$ cat config.mk
export PLATFORM = sky130hd
export DESIGN_NAME = gif_ram
export DESIGN_NICKNAME = d
export VERILOG_FILES = /design/src/gif_ram.sv
export SDC_FILE = /design/constraint.sdc
export NUM_CORES = 2
export LEC_CHECK = 0
export CAP_MARGIN = 20
export CORE_MARGIN = 3
export CORE_UTILIZATION = 60
export DETAILED_ROUTE_END_ITERATION = 10
export DONT_BUFFER_PORTS = 1
export GPL_TIMING_DRIVEN = 0
export PLACE_DENSITY = 0.76
export SLEW_MARGIN = 30
export SYNTH_ARGS = -nofsm -noshare
export SYNTH_HDL_FRONTEND = slang
export SYNTH_SLANG_ARGS = --single-unit
export TNS_END_PERCENT = 10
$ cat constraint.sdc
create_clock -name clk_i -period 3.07 [get_ports clk_i]
set_input_delay 0.307 -clock clk_i [delete_from_list [all_inputs] [get_ports clk_i]]
set_output_delay 0.307 -clock clk_i [all_outputs]
set_load 0.02 [all_outputs]
$ cat src/gif_ram.sv
// ----------------------------------------------------------------------------
// gif_ram: generic simple dual-port RAM
// One write port and one read port with registered read data.
// ----------------------------------------------------------------------------
`default_nettype none

module gif_ram #(
  parameter int unsigned WIDTH = 8,
  parameter int unsigned DEPTH = 256
) (
  input  wire logic                     clk_i,
  input  wire logic                     we_i,
  input  wire logic [$clog2(DEPTH)-1:0] waddr_i,
  input  wire logic [WIDTH-1:0]         wdata_i,
  input  wire logic [$clog2(DEPTH)-1:0] raddr_i,
  output logic      [WIDTH-1:0]         rdata_o
);

  logic [WIDTH-1:0] mem_q [DEPTH];

  always_ff @(posedge clk_i) begin
    if (we_i) begin
      mem_q[waddr_i] <= wdata_i;
    end
    rdata_o <= mem_q[raddr_i];
  end

endmodule

`default_nettype wire

**Yosys cells after proc, flatten, opt, wreduce, memory -nomap -nowiden**

Memory sizes are Yosys's and may differ from the RTL's. A register that Yosys moved wholly into a read port is not among the register bits.
Index checks and enable logic that the tools add are counted.

- Input port bits: 26
- Memories: 1
- Bits in writable memories: 2048
- Bits in registers: 0

- Mux-type cells: 2

Memory list:

| memory | depth | bits a word | read ports | clocked after Yosys merged registers in | write ports | line | RTL |
|---|---|---|---|---|---|---|---|
| mem_q | 256 | 8 | 1 | 1 | 1 | 19 | `logic [WIDTH-1:0] mem_q [DEPTH];` |

Operators by type and width:

| kind | count |
|---|---|
| $mux W1 | 2 |

**Longest topological paths before layout**

- Word-level depth: 2
- Depth in mapped cells: 11
- Gate-level depth less buffers: 6

**Least setup slack after synthesis**

OpenSTA, ideal clock, no wires.

- Path kind: input -> register
- From: input port raddr_i[0]
- To: register rdata_o[2], read port of mem_q
- Buffers on the path: 4
- Setup slack: 825 ps
- Data arrival time: 2114 ps
- Stages on the path: 9
- Cells stage by stage: buf_6 -> buf_12 -> buf_8 -> buf_2 -> mux4_2 -> a22oi_1 -> a21oi_1 -> nor4_1 -> nor4_2

RTL lines:

| what | line | RTL |
|---|---|---|
| start: declaration | 15 | `input wire logic [$clog2(DEPTH)-1:0] raddr_i,` |
| end: declaration | 16 | `output logic [WIDTH-1:0] rdata_o` |

==> flow_summary.ini <==
[clocking]
cts_max_path_buffers = 3
postCtsSetupRepairBufs = 0
cts_buffers = 193
clk_pin_slew_ns = 0.07
root_buffer = clkbuf_16
clock-sinks = 2056
cts_tree = built
clock_latency_ns = 0.85
h-tree-depth = 4

[setup_path]
cpPeakStageDelay_ns = 0.80
path_class = input port to flop
critPathMaxFanout = 10
cp.required_ns = 3.73
reg2reg_from = mem_q[130][2]$_DFFE_PP_
cp.arrival_ns = 4.00
r2r_slack_ns = 0.15
cp_cell_sequence = buf_2 > and2_1 > buf_1 > clkbuf_1 > a22oi_1 > a21oi_1 > nor3_1 > nor4_2
cp-start-kind = input port
reg2reg_to = rdata_o[2]$_DFF_P_
r2r_cells = 6
slowest_stage = clkbuf_1
end_kind = flop

[synthesis]
ys.flop_type = edfxtp_1
synth_top_family_by_area = multiplexers
netlist.area_leader.share = 0.7730
seq_area_frac_synth = 0.7750
synth_simple_gate_area_frac = 0.02628
synth.area.mux_share = 0.1462
synth_async_sr_flop_share = 0
ys_ff_latch = 2056
yosys_warnings = 0
synth_compound_area_frac = 0.03419
synth_cell_types = 55
netlist_instances = 3733
yosys.area_share.adder = 0
yosys.area.top_type = edfxtp_1
synthTopCellsByArea = edfxtp_1 (77%), mux4_2 (13%), mux2i_1 (1.7%)
synth_xor_area_frac = 0
synth.avg_cell_area_um2 = 21.31
syn-num-nets = 3759
synth_edf_count = 2048
netlist_area_um2 = 79560

[grt]
grt_usage = 0.3464
grt_overflow = 0
antenna_found_initial = 12
grt_max_degree = 257
grt_pass1_vias = 41299
grt_first_pass_wirelength_mm = 322.5

[hold_path]
min_from = wdata_i[5]
hold_class = input port to flop
whs_path_depth = 0
min_to = mem_q[201][5]$_DFFE_PP_

[status]
violations = negative hold slack, negative setup slack
status = complete, but fails checks

[drt]
vias_per_cell = 7.268
drc = 0
finalWirelength_mm = 233.8
dr_total_vias = 42576
ant_nets = 0
wire_per_inst_um = 39.91
drt_iter0_markers = 7945
first_pass_iters = 7

[timing]
period_minus_slack_ns = 3.337
setup_viol = 176
slew_headroom = 0.2047
final_hold_viol_count = 1732
rsz0062_at_grt = yes
skew_ns = 0.02843
setup_ws_ns = -0.2666
fin_crit_sh = 1.087
worst_pin_slew_ns = 1.193
max_freq_ghz = 0.2997
drv_slew = 0
hold_ws_ns = -0.4214

[pwr]
leakage_uw = 0.02720
ir_drop_mv = 0.6786
p_per_area_nw_per_um2 = 642.9

[placement]
place_congestion = 1.039
io_buffers = 0
hpwl_mm = 148.1
post-place-ws_ns = -1.357

[run]
max_cap_violations = 0

[floorplanning]
coreArea_um2 = 130600
dieArea_um2 = 137000
num_rows = 132
start_util = 0.6090
die_h_um = 370.1
pin_count = 34
die_w_um = 370.1

[finish]
fin_util = 0.6768
multi_input_area_um2 = 16710
drive_above_1_share = 0.2281
n_fill_cell = 7765
seq_area_um2 = 61660
area.growth.synth_to_final_pct = 11.14
layout.nets = 3972
area by class of cell:
| cell class | instances | area share |
|---|---|---|
| diodes | 13 | 0.0003679 |
| plain buffers | 233 | 0.01712 |
| clock buffers | 256 | 0.05871 |
| clock inverters | 96 | 0.008392 |
| inverters | 2 | 0.00008491 |
| multi-input cells | 1442 | 0.1890 |
| flip-flops and latches | 2056 | 0.6974 |
| well taps | 1742 | 0.02465 |
| repair buffers | 18 | 0.004274 |
routing by layer:
layer,vias to the layer above,GRT usage,part of all wire
met5,-,0.002493,0.00012
met2,3887,0.4925,0.44
met3,732,0.1415,0.16
met1,21816,0.4579,0.33
li1,16137,-,-
met4,4,0.1968,0.067
critical path: cells and delay by family:
kind,cells,cell delay [ns]
compound gates,2,0.79
buf+inv,3,1.81
simple gates,3,1.08
flip-flops by register name (all words and copies together), names as in the netlist:
register  flops
mem_q      2048
rdata_o       8
what timing repair did:
item,4_1_cts,5_1_grt
resized for setup,13,22
setup endpoints to repair,8,29
endpoints found under the hold margin,2048,1939
pin swaps,0,0
power breakdown:
part           switching (uW)  internal, uW  total [uW]
clock network           10300         12600       23000
logic                    1920           969        2890
registers                50.8         30900       31000
cells by family (layout without fill, tap and decap cells):
group / Yosys count / in the layout
mux: 591 / 591
buf+inv: 235 / 605
other cells: 0 / 13
compound gates: 385 / 385
simple gates: 466 / 466
flops: 2056 / 2056
cell usage in the layout (no fill, tap or decap), types with 6 or more instances in the layout:
cell | synthesis | routed
edfxtp_1 | 2048 | 2048
mux4_2 | 454 | 454
nor2_1 | 282 | 252
clkbuf_16 | 0 | 197
mux2i_1 | 134 | 134
a22oi_1 | 133 | 133
clkbuf_1 | 111 | 128
a21oi_1 | 96 | 94
clkinv_1 | 1 | 53
o221ai_1 | 46 | 46
buf_2 | 31 | 44
clkbuf_2 | 0 | 38
nand3_1 | 34 | 34
nand2_1 | 33 | 33
buf_4 | 27 | 30
nor2b_1 | 31 | 30
nor2_2 | 0 | 29
o22ai_1 | 28 | 28
buf_6 | 21 | 21
nor3_1 | 22 | 20
clkinv_2 | 0 | 20
nor4_2 | 3 | 15
buf_8 | 13 | 14
a211oi_1 | 16 | 14
diode_2 | 0 | 13
buf_16 | 0 | 12
a221oi_1 | 13 | 11
buf_1 | 22 | 10
nand4_1 | 10 | 10
o211ai_1 | 10 | 10
o21ai_0 | 10 | 10
bufinv_16 | 0 | 9
buf_12 | 8 | 8
nand2b_1 | 8 | 8
a22o_1 | 8 | 8
nor4_1 | 24 | 8
dfxtp_1 | 8 | 8
and2_1 | 6 | 6
inv_6 | 0 | 6
metrics by stage:
step           cells  cell area, um2  setup TNS (ns)  power (uW)
6_report        5858           88420          -10.59       56840
5_1_grt         5846           88390       -0.005210       57870
4_1_cts         5843           88210         -0.1333       56560
3_5_place_dp    5491           82220         -466.59       34220
3_3_place_gp    5475           81740         -904.58       34150
2_1_floorplan   3733           79560               0       33090
worst max-delay path by stage:
stage	from	end	cells after the start
2_1_floorplan	raddr_i[0]	rdata_o[2]$_DFF_P_	9
3_3_place_gp	raddr_i[1]	rdata_o[6]$_DFF_P_	9
3_5_place_dp	raddr_i[4]	rdata_o[4]$_DFF_P_	8
4_1_cts	raddr_i[1]	rdata_o[5]$_DFF_P_	9
5_1_grt	raddr_i[1]	rdata_o[0]$_DFF_P_	9
6_report	raddr_i[3]	rdata_o[4]$_DFF_P_	8
Yosys cell counts (13+ instances only):
library cell,number
a211oi_1,16
a21oi_1,96
a221oi_1,13
a22oi_1,133
buf_1,22
buf_2,31
buf_4,27
buf_6,21
buf_8,13
clkbuf_1,111
edfxtp_1,2048
mux2i_1,134
mux4_2,454
nand2_1,33
nand3_1,34
nor2_1,282
nor2b_1,31
nor3_1,22
nor4_1,24
o221ai_1,46
o22ai_1,28
No activity file was read; power rests on OpenSTA's default activity.
