$ cat src/gif_pkg.sv
// ----------------------------------------------------------------------------
// gif_pkg: shared definitions of the gray guided filter
// Widths, state and operation codes and the request and response bundles
// of the serial multiplier and divider.
// ----------------------------------------------------------------------------
`default_nettype none

package gif_pkg;

  localparam int unsigned COL_W    = 10;  // column index, MAX_WIDTH = 1024
  localparam int unsigned SLOT_W   = 5;   // line slot index, LINE_SLOTS = 32
  localparam int unsigned ADDR_W   = SLOT_W + COL_W;
  localparam int unsigned DEPTH    = 1 << ADDR_W;
  localparam int unsigned PIX_W    = 24;  // guide and source packed together
  localparam int unsigned DIM_W    = 11;
  localparam int unsigned MAX_W    = 1024;
  localparam int unsigned MIN_DIM  = 16;

  localparam int unsigned MUL_A_W  = 72;
  localparam int unsigned MUL_B_W  = 32;
  localparam int unsigned DIV_W    = 72;
  localparam int unsigned DVS_W    = 56;
  localparam int unsigned CNT_W    = 7;

  localparam logic [7:0] REG_RADIUS = 8'd0;
  localparam logic [7:0] REG_EPS    = 8'd1;
  localparam logic [7:0] REG_WIDTH  = 8'd2;
  localparam logic [7:0] REG_HEIGHT = 8'd3;

  typedef enum logic [2:0] {
    ST_IDLE,
    ST_CHECK,
    ST_WIN,
    ST_DRAIN,
    ST_MUL,
    ST_DIV,
    ST_OUT
  } state_e;

  typedef enum logic [3:0] {
    OP_NSII,
    OP_SISI,
    OP_NN,
    OP_NNREG,
    OP_NSIP,
    OP_SISP,
    OP_ICEN,
    OP_DD,
    OP_T,
    OP_TERM
  } op_e;

  typedef struct packed {
    logic               start;
    logic [MUL_A_W-1:0] a;
    logic [MUL_B_W-1:0] b;
  } mul_req_t;

  typedef struct packed {
    logic               done;
    logic [MUL_A_W-1:0] p;
  } mul_rsp_t;

  typedef struct packed {
    logic             start;
    logic [DIV_W-1:0] num;
    logic [DVS_W-1:0] dvs;
  } div_req_t;

  typedef struct packed {
    logic             done;
    logic [DIV_W-1:0] quo;
  } div_rsp_t;

endpackage

`default_nettype wire

$ cat src/gif_mul.sv
// ----------------------------------------------------------------------------
// gif_mul: shared shift-and-add multiplier
// Consumes one multiplier bit per cycle and stops when none are left.
// ----------------------------------------------------------------------------
`default_nettype none

module gif_mul (
  input  wire logic              clk_i,
  input  wire logic              rst_ni,
  input  wire gif_pkg::mul_req_t req_i,
  output gif_pkg::mul_rsp_t      rsp_o
);

  logic                        busy_q;
  logic [gif_pkg::MUL_A_W-1:0] a_q;
  logic [gif_pkg::MUL_B_W-1:0] b_q;
  logic [gif_pkg::MUL_A_W-1:0] acc_q;
  logic                        done;

  assign done = busy_q && (b_q == '0);

  always_ff @(posedge clk_i or negedge rst_ni) begin
    if (!rst_ni) begin
      busy_q <= 1'b0;
    end else if (req_i.start) begin
      busy_q <= 1'b1;
    end else if (done) begin
      busy_q <= 1'b0;
    end
  end

  always_ff @(posedge clk_i) begin
    if (req_i.start) begin
      a_q   <= req_i.a;
      b_q   <= req_i.b;
      acc_q <= '0;
    end else if (busy_q && !done) begin
      if (b_q[0]) begin
        acc_q <= acc_q + a_q;
      end
      a_q <= {a_q[gif_pkg::MUL_A_W-2:0], 1'b0};
      b_q <= {1'b0, b_q[gif_pkg::MUL_B_W-1:1]};
    end
  end

  assign rsp_o.done = done;
  assign rsp_o.p    = acc_q;

endmodule

`default_nettype wire

$ cat config.mk
export PLATFORM = sky130hd
export DESIGN_NAME = gif_mul
export DESIGN_NICKNAME = d
export VERILOG_FILES = /design/src/gif_pkg.sv /design/src/gif_mul.sv
export SDC_FILE = /design/constraint.sdc
export NUM_CORES = 1
export LEC_CHECK = 0
export BUFFER_PORTS_ARGS = -buffer_cell sky130_fd_sc_hd__buf_2
export CAP_MARGIN = 20
export CORE_MARGIN = 8
export CORE_UTILIZATION = 60
export CTS_CLUSTER_DIAMETER = 40
export CTS_CLUSTER_SIZE = 10
export DETAILED_ROUTE_END_ITERATION = 7
export GPL_ROUTABILITY_DRIVEN = 0
export PLACE_DENSITY = 0.88
export SLEW_MARGIN = 20
export SYNTH_ARGS = -nofsm -noshare
export SYNTH_HDL_FRONTEND = slang
export SYNTH_SLANG_ARGS = --single-unit
$ cat constraint.sdc
create_clock -name clk_i -period 9.2 [get_ports clk_i]
set_input_delay 1.84 -clock clk_i [delete_from_list [all_inputs] [get_ports clk_i]]
set_output_delay 1.84 -clock clk_i [all_outputs]
set_load 0.02 [all_outputs]
-- Word level (Yosys, flattened, before mapping)
Cells that the tools add are included.
- flip-flop bits (word level): 177
- word-level logic and storage cells: 18
- bits of input ports: 107
- mux-type cells: 6
- reductions and logical operators: 7
- add/subtract/negate cells: 1
- operator list (operator ; count):
    2-to-1 mux 72 bit ; 2
    adder 72 bit ; 1
    2-to-1 mux 32 bit ; 2
    logical NOT 32 bit ; 1
    nonzero test 2 bit ; 2
    logical AND 1 bit ; 2
    2-to-1 mux 1 bit ; 2
    AND reduction 2 bit ; 1
    logical NOT 1 bit ; 1

-- Logic depth before layout (Yosys ltp)
Gate-level depths: netlist of run 1.
- depth after elaboration: 6
- gate-level depth with buffers: 13

-- Worst setup path after synthesis of run 1
Ideal clock, no wire load.
- path kind: in2reg
- start point: in req_i[104] (netlist name)
- end point: reg a_q[0] (netlist name) (enable)
- arrival time: 4.193 ns
- data required time: 8.244 ns
- path slack: 4.052 ns
- path buffers: 2
- stages: 4
- cells stage by stage: clkbuf_1 -> inv_1 -> clkbuf_1 -> nand2_1
- longest elaborated chain between the ends: 1
- ends and longest elaborated chain (what ; line ; RTL):
    from (decl) ; gif_mul.sv:10 ; input wire gif_pkg::mul_req_t req_i,
    nonzero test 2 bit (no source line) ; -- ;
    to (signal assigned) ; gif_mul.sv:34 ; a_q <= req_i.a;
    to (signal assigned) ; gif_mul.sv:41 ; a_q <= {a_q[gif_pkg::MUL_A_W-2:0], 1'b0};
    to (decl) ; gif_mul.sv:15 ; logic [gif_pkg::MUL_A_W-1:0] a_q;
No other way between the ends.
A chain may end at the register's enable or synchronous reset.

-- Worst setup path after layout of run 1
- start point: in req_i[104] (netlist name)
- end point: reg a_q[24] (netlist name) (enable)
The elaborated chain is that of the path after synthesis.

==> results.ini, run 1 <==
[cells_and_area]
multi_input_area_mm2 = 0.006486
synthToLayoutAreaGrowth_pct = 13.50
num_antenna_cells = 0
seqCellArea_mm2 = 0.004589
layoutNonFillerInstCount = 1584
fillers = 1440
final_nets = 1516
drive_gt1_frac = 0.2496
stdcell_area_mm2 = 0.01299
post-route-util = 0.6944

[global_routing]
grt_use_met1 = 0.2978
overflow = 0
gr-usage-met2 = 0.4061
grt_pass1_wl_um = 48170
top_usage_layer = met2
grt_pass1_vias = 9874
grt_use_total = 0.2445
gr-usage-met3 = 0.07511
grt_antenna_before_repair = 4
grt_max_degree = 95

[route]
routedWlPerCell_um = 18.78
num_vias = 10070
drc = 0
drt-total-wl_um = 29740
vias_per_cell = 6.356
drt-pass1-iter-count = 8
ant_nets = 0
dr.first_iter.drc_count = 1053

[sta]
fin_setup_tns_ns = 0
finalHoldViolations = 0
max_clock_freq_mhz = 265.4
worstMarginPinSlew_ns = 1.021
slew_violations = 0
finalCritPeriodShare = 0.4095
fin_crit_ns = 3.768
slew-limit-headroom = 0.3191
setup-violations-final = 0
fin_worst_skew_ns = 0.01243
rsz0062_at_grt = false
hold_slack_ns = 0.4743

[die]
die_area_mm2 = 0.02375
core_mm2 = 0.01871
fp.dieH_um = 154.1
ios = 180
die_w_um = 154.1
initial_utilization = 0.6118
rows = 50

[pwr]
power_frac_comb = 0.408
pwr-share-clk = 0.244
p_leak_nw = 5.596
power.internal_w = 0.001884
p_switching_w = 0.001174
power_frac_seq = 0.348
swShare = 0.3839
ir_worst_vdd_mv = 0.1438
power_density_mw_per_mm2 = 235.4

[yosys]
ys_ff_latch = 177
ys_seq_area_frac = 0.4010
synth_cell_types = 78
syn_area_mm2 = 0.01144
synth_edf_count = 104
synth_nets = 1384
synthCells = 1205
synth_ff_type = edfxtp_1
yosys_warnings = 0
syn_area_per_cell_um2 = 9.497
async_flop_share = 0.005650

[place]
place_inst = 1552
postPlaceCellArea_mm2 = 0.01240
hpwlAfterDp_um = 21380
port_buffers = 179

[clock_tree]
cts.sinks = 177
cts_tree = done
post_cts_buffers = 0
clk_path_buf_depth = 2
clkSlewWorstSetupHoldPaths_ns = 0.06
cts_buffers = 17
postCtsResizedCells = 0
clock_tree.root_cell = clkbuf_16
ctsHoldBuffers = 0
insertion_delay_ns = 0.44
h-tree-depth = 4

[worst_hold_path]
hp-class = reg2reg

[run]
drv_cap = 0

[critical_path]
arrival_ns = 3.83
cp-end-kind = flop
critPathKind = in2reg
r2r_setup_slack_ns = 5.57
crit_fanout = 53
cp.required_ns = 9.26
startpoint_type = input pin

[outcome]
status = complete, no violations

==> cells in the final DEF, fill, tap and decap left out, types with 4 or more instances in the layout <==
| cell type | n |
|---|---|
| nor4_1 | 17 |
| mux2_2 | 102 |
| o211ai_1 | 6 |
| nand2_1 | 163 |
| nor3_1 | 22 |
| and2_1 | 8 |
| a31oi_1 | 8 |
| xor2_1 | 17 |
| nand2b_1 | 7 |
| a21oi_1 | 137 |
| o21ai_0 | 47 |
| clkbuf_1 | 4 |
| and3_1 | 7 |
| buf_2 | 178 |
| nor2_1 | 50 |
| a211oi_1 | 10 |
| buf_4 | 6 |
| xnor2_1 | 29 |
| ha_1 | 71 |
| nand3b_1 | 4 |
| nand4_1 | 24 |
| inv_1 | 21 |
| a41oi_1 | 5 |
| a32oi_1 | 4 |
| dfxtp_1 | 72 |
| o21bai_1 | 19 |
| a221oi_1 | 4 |
| or4_1 | 4 |
| o31a_1 | 4 |
| o21a_1 | 8 |
| edfxtp_1 | 104 |
| or3_1 | 7 |
| clkbuf_16 | 17 |
| o21ai_1 | 8 |
| a211o_1 | 4 |
| nand3_1 | 34 |
| a21o_1 | 44 |
==> logic make-up (layout without fill, tap and decap cells) <==
| kind of cell | count (synthesis) | in the layout | share of synthesized area |
|---|---|---|---|
| and+or+nand+nor | 361 | 361 | 0.1474 |
| muxes | 105 | 105 | 0.1031 |
| buffers and inverters | 94 | 239 | 0.03313 |
| DFF | 177 | 177 | 0.4010 |
| adders and majority gates | 72 | 72 | 0.07938 |
| AOI/OAI and AO/OA | 350 | 350 | 0.2007 |
| xor gates and xnor gates | 46 | 46 | 0.03521 |
==> flip-flops by register name (all words and copies together), names as in the netlist <==
| name | flops |
|---|---|
| busy_q | 1 |
| acc_q | 72 |
| b_q | 32 |
| a_q | 72 |
==> final timing paths <==
check,end,from,cells past startpoint
worst max-delay path,a_q[24],req_i[104],5
worst min-delay path,acc_q[50],acc_q[50],2
worst max register to register,acc_q[70],a_q[0],12
worst min register to register,acc_q[50],acc_q[50],2
max in group asynchronous,busy_q,rst_ni,1
min in group asynchronous,busy_q,rst_ni,1
==> per-stage QoR <==
stage / total power, W / setup slack [ns]
global route: 0.003222 / 5.262
detailed placement: 0.002290 / 4.944
global placement: 0.002254 / 5.037
CTS: 0.003037 / 5.390
finish: 0.003057 / 5.432
floorplan: 0.001977 / 4.052
==> power by group through the flow <==
stage | clock, W | combinational, W | sequential [W]
6_report | 0.000746 | 0.00125 | 0.00106
5_1_grt | 0.000778 | 0.00137 | 0.00108
4_1_cts | 0.000748 | 0.00123 | 0.00106
3_5_place_dp | 0 | 0.00121 | 0.00108
3_3_place_gp | 0 | 0.00118 | 0.00107
2_1_floorplan | 0 | 0.000841 | 0.00114
==> worst max-delay path, cell delays in order <==
cell,delay [ns]
buf_6,0.35
inv_1,0.08
buf_4,0.24
nand2_4,0.54
buf_4,0.67
==> synthesized netlist by cell type, types with 12 or more instances <==
cell type / number / area share
a21o_1: 44 / 0.029
a21oi_1: 137 / 0.060
buf_2: 12 / 0.0052
clkbuf_1: 49 / 0.016
dfxtp_1: 72 / 0.13
edfxtp_1: 104 / 0.27
ha_1: 71 / 0.078
inv_1: 21 / 0.0069
mux2_2: 102 / 0.10
nand2_1: 165 / 0.054
nand3_1: 34 / 0.015
nand4_1: 24 / 0.013
nor2_1: 50 / 0.016
nor3_1: 22 / 0.0096
nor4_1: 17 / 0.0093
o21ai_0: 47 / 0.021
o21bai_1: 19 / 0.012
xnor2_1: 29 / 0.022
xor2_1: 17 / 0.013
==> final cells by class <==
class	instances	area share
clock buffer	22	0.03497
clock inverter	10	0.01050
inverter	22	0.006358
multi-input combinational	934	0.4994
sequential	177	0.3533
tap	234	0.02254
timing repair buffer	185	0.07292
==> per-layer routing <==
| metal | vias to the layer above | routed length [um] |
|---|---|---|
| met1 | 4774 | 12230 |
| met4 | 8 | 703 |
| met2 | 433 | 14240 |
| met3 | 87 | 2521 |
| li1 | 4766 | - |
| met5 | - | 45 |
Power figures use the tool's default switching activity.
==> inputs of run 2 (changes only) <==
Settings changed: CORE_UTILIZATION 60 to 58, PLACE_DENSITY 0.88 to 0.85.
Clock period 9.2 ns to 3.5 ns, I/O delays scaled along.
==> run 2 against run 1 <==
Against the previous run: total power rose to 2.7 times the previous value; clock power rose to 2.8 times the previous value; non-clock buffer count up 14; clock skew up 0.00074 ns; register-to-register slack worse by 5.5 ns; hold slack worse by 0.45 ns; routed wire length up 3.0%; worst setup slack worse by 5.3 ns; sequential share of layout area down 0.87 points; global-route usage up 0.14 points; die area up 3.1%; critical path type is now reg2reg.
==> results.ini, run 2 (same netlist as run 1, synthesis figures left out) <==
[pwr]
power.internal_w = 0.005114
power_frac_seq = 0.336
swShare = 0.3841
p_switching_w = 0.003189
power_density_mw_per_mm2 = 623.5
ir_worst_vdd_mv = 0.3792
power_frac_comb = 0.409
p_leak_nw = 5.742
pwr-share-clk = 0.255

[cells_and_area]
final_cell_mix = 178 x buf_2, 163 x nand2_1, 135 x a21oi_1
top_regs = a_q x72, acc_q x72, b_q x32
layoutNonFillerInstCount = 1629
synthToLayoutAreaGrowth_pct = 16.38
fillers = 1506
final_common_cell = buf_2
num_antenna_cells = 0
final_nets = 1530
multi_input_area_mm2 = 0.006561
seqCellArea_mm2 = 0.004589
drive_gt1_frac = 0.2669

[critical_path]
crit_fanout = 7
cp.required_ns = 3.82
startpoint_type = flop
arrival_ns = 3.73
r2r_setup_slack_ns = 0.09
cp-end-kind = flop
critPathKind = reg2reg

[global_routing]
grt_max_degree = 95
grt_use_total = 0.2458
grt_pass1_vias = 9931
grt_pass1_wl_um = 48870
grt_antenna_before_repair = 0
overflow = 0

[clock_tree]
cts_tree = done
clk_path_buf_depth = 2
cts.sinks = 177
cts_buffers = 17
h-tree-depth = 4
clock_tree.root_cell = clkbuf_16
clkSlewWorstSetupHoldPaths_ns = 0.07
insertion_delay_ns = 0.43
ctsHoldBuffers = 0
post_cts_buffers = 0

[sta]
fin_setup_tns_ns = 0
fin_crit_ns = 3.405
max_clock_freq_mhz = 293.6
slew-limit-headroom = 0.5668
fin_worst_skew_ns = 0.01317
finalHoldViolations = 0
rsz0062_at_grt = true
worstMarginPinSlew_ns = 0.6498
setup-violations-final = 0
finalCritPeriodShare = 0.9730
slew_violations = 0

[worst_hold_path]
hp-class = in2async

[route]
ant_nets = 0
drt-pass1-iter-count = 8
vias_per_cell = 6.177
routedWlPerCell_um = 18.80
drc = 0
dr.first_iter.drc_count = 871
num_vias = 10060
drt-total-wl_um = 30630

[place]
port_buffers = 179
hpwlAfterDp_um = 22330
place_inst = 1597

[die]
initial_utilization = 0.5899
die_area_mm2 = 0.02448
core_mm2 = 0.01940
die_w_um = 156.5
fp.dieH_um = 156.5
rows = 51
ios = 180

[outcome]
status = complete, no violations

[run]
drv_cap = 0

## run 2: cell types whose count changed in the layout (fill, tap and decap cells not counted), moves of 4 or more
cell      previous run  this run
buf_12               0         4
buf_4                6        16
clkbuf_1             4         0
inv_6                0         4
## run 2: through the flow
step | setup WS [ns] | power, W | util | cell area, um^2 | hold slack (ns)
floorplan | 0.3737 | 0.005197 | - | 11450 | 0.4044
global placement | 0.2282 | 0.006015 | 0.6494 | 12600 | 0.4551
detailed placement | 0.1403 | 0.006088 | 0.6494 | 12600 | 0.4660
CTS | 0.09670 | 0.008242 | 0.6829 | 13250 | 0.008122
global route | -0.05527 | 0.008743 | 0.6865 | 13320 | 0.01798
finish | 0.09458 | 0.008303 | 0.6865 | 13320 | 0.02477
## run 2: cell type report
type / instances / area share
sequential: 177 / 0.3446
clock inverter: 14 / 0.01503
multi-input combinational: 934 / 0.4927
clock buffer: 18 / 0.03382
tap: 265 / 0.02490
timing repair buffer: 199 / 0.08277
inverter: 22 / 0.006201
## run 2: timing repair
item | in CTS | in global routing
setup endpoints to repair | 0 | 13
gates resized for setup | 0 | 14
hold endpoints to repair | 0 | 0
## run 2: final timing paths
kind | depth (start not counted) | startpoint | to
setup reg to reg | 11 | a_q[18] | acc_q[71]
hold reg to reg | 2 | acc_q[38] | acc_q[38]
hold / removal | 1 | rst_ni | busy_q
setup / recovery | 11 | a_q[18] | acc_q[71]
max in group asynchronous | 1 | rst_ni | busy_q
min in group clk_i | 2 | acc_q[38] | acc_q[38]
## run 2: routing by layer
layer | vias up | track usage | part of all wire
li1 | 4795 | - | -
met1 | 4709 | 0.3070 | 0.41
met2 | 456 | 0.3982 | 0.47
met3 | 103 | 0.06040 | 0.087
met4 | 0 | 0.1053 | 0.033
met5 | - | 0 | 0
## run 2: power by group through the flow
| stage | clock network (W) | logic (W) | registers [W] |
|---|---|---|---|
| after global routing | 0.00222 | 0.00370 | 0.00283 |
| after global placement | 0 | 0.00320 | 0.00281 |
| after CTS | 0.00215 | 0.00330 | 0.00279 |
| after floorplan | 0 | 0.00221 | 0.00299 |
| final | 0.00212 | 0.00340 | 0.00279 |
| after detailed placement | 0 | 0.00326 | 0.00283 |
## run 2: worst max-delay path: stages, from the launching register on
cell	delay (ns)
edfxtp_1	0.41
ha_1	0.40
a21oi_1	0.27
o21ai_1	0.16
a31oi_1	0.23
nor2_1	0.06
or4b_4	0.52
o31ai_2	0.35
a21oi_1	0.16
o211ai_2	0.19
mux2i_1	0.22
mux2_1	0.33
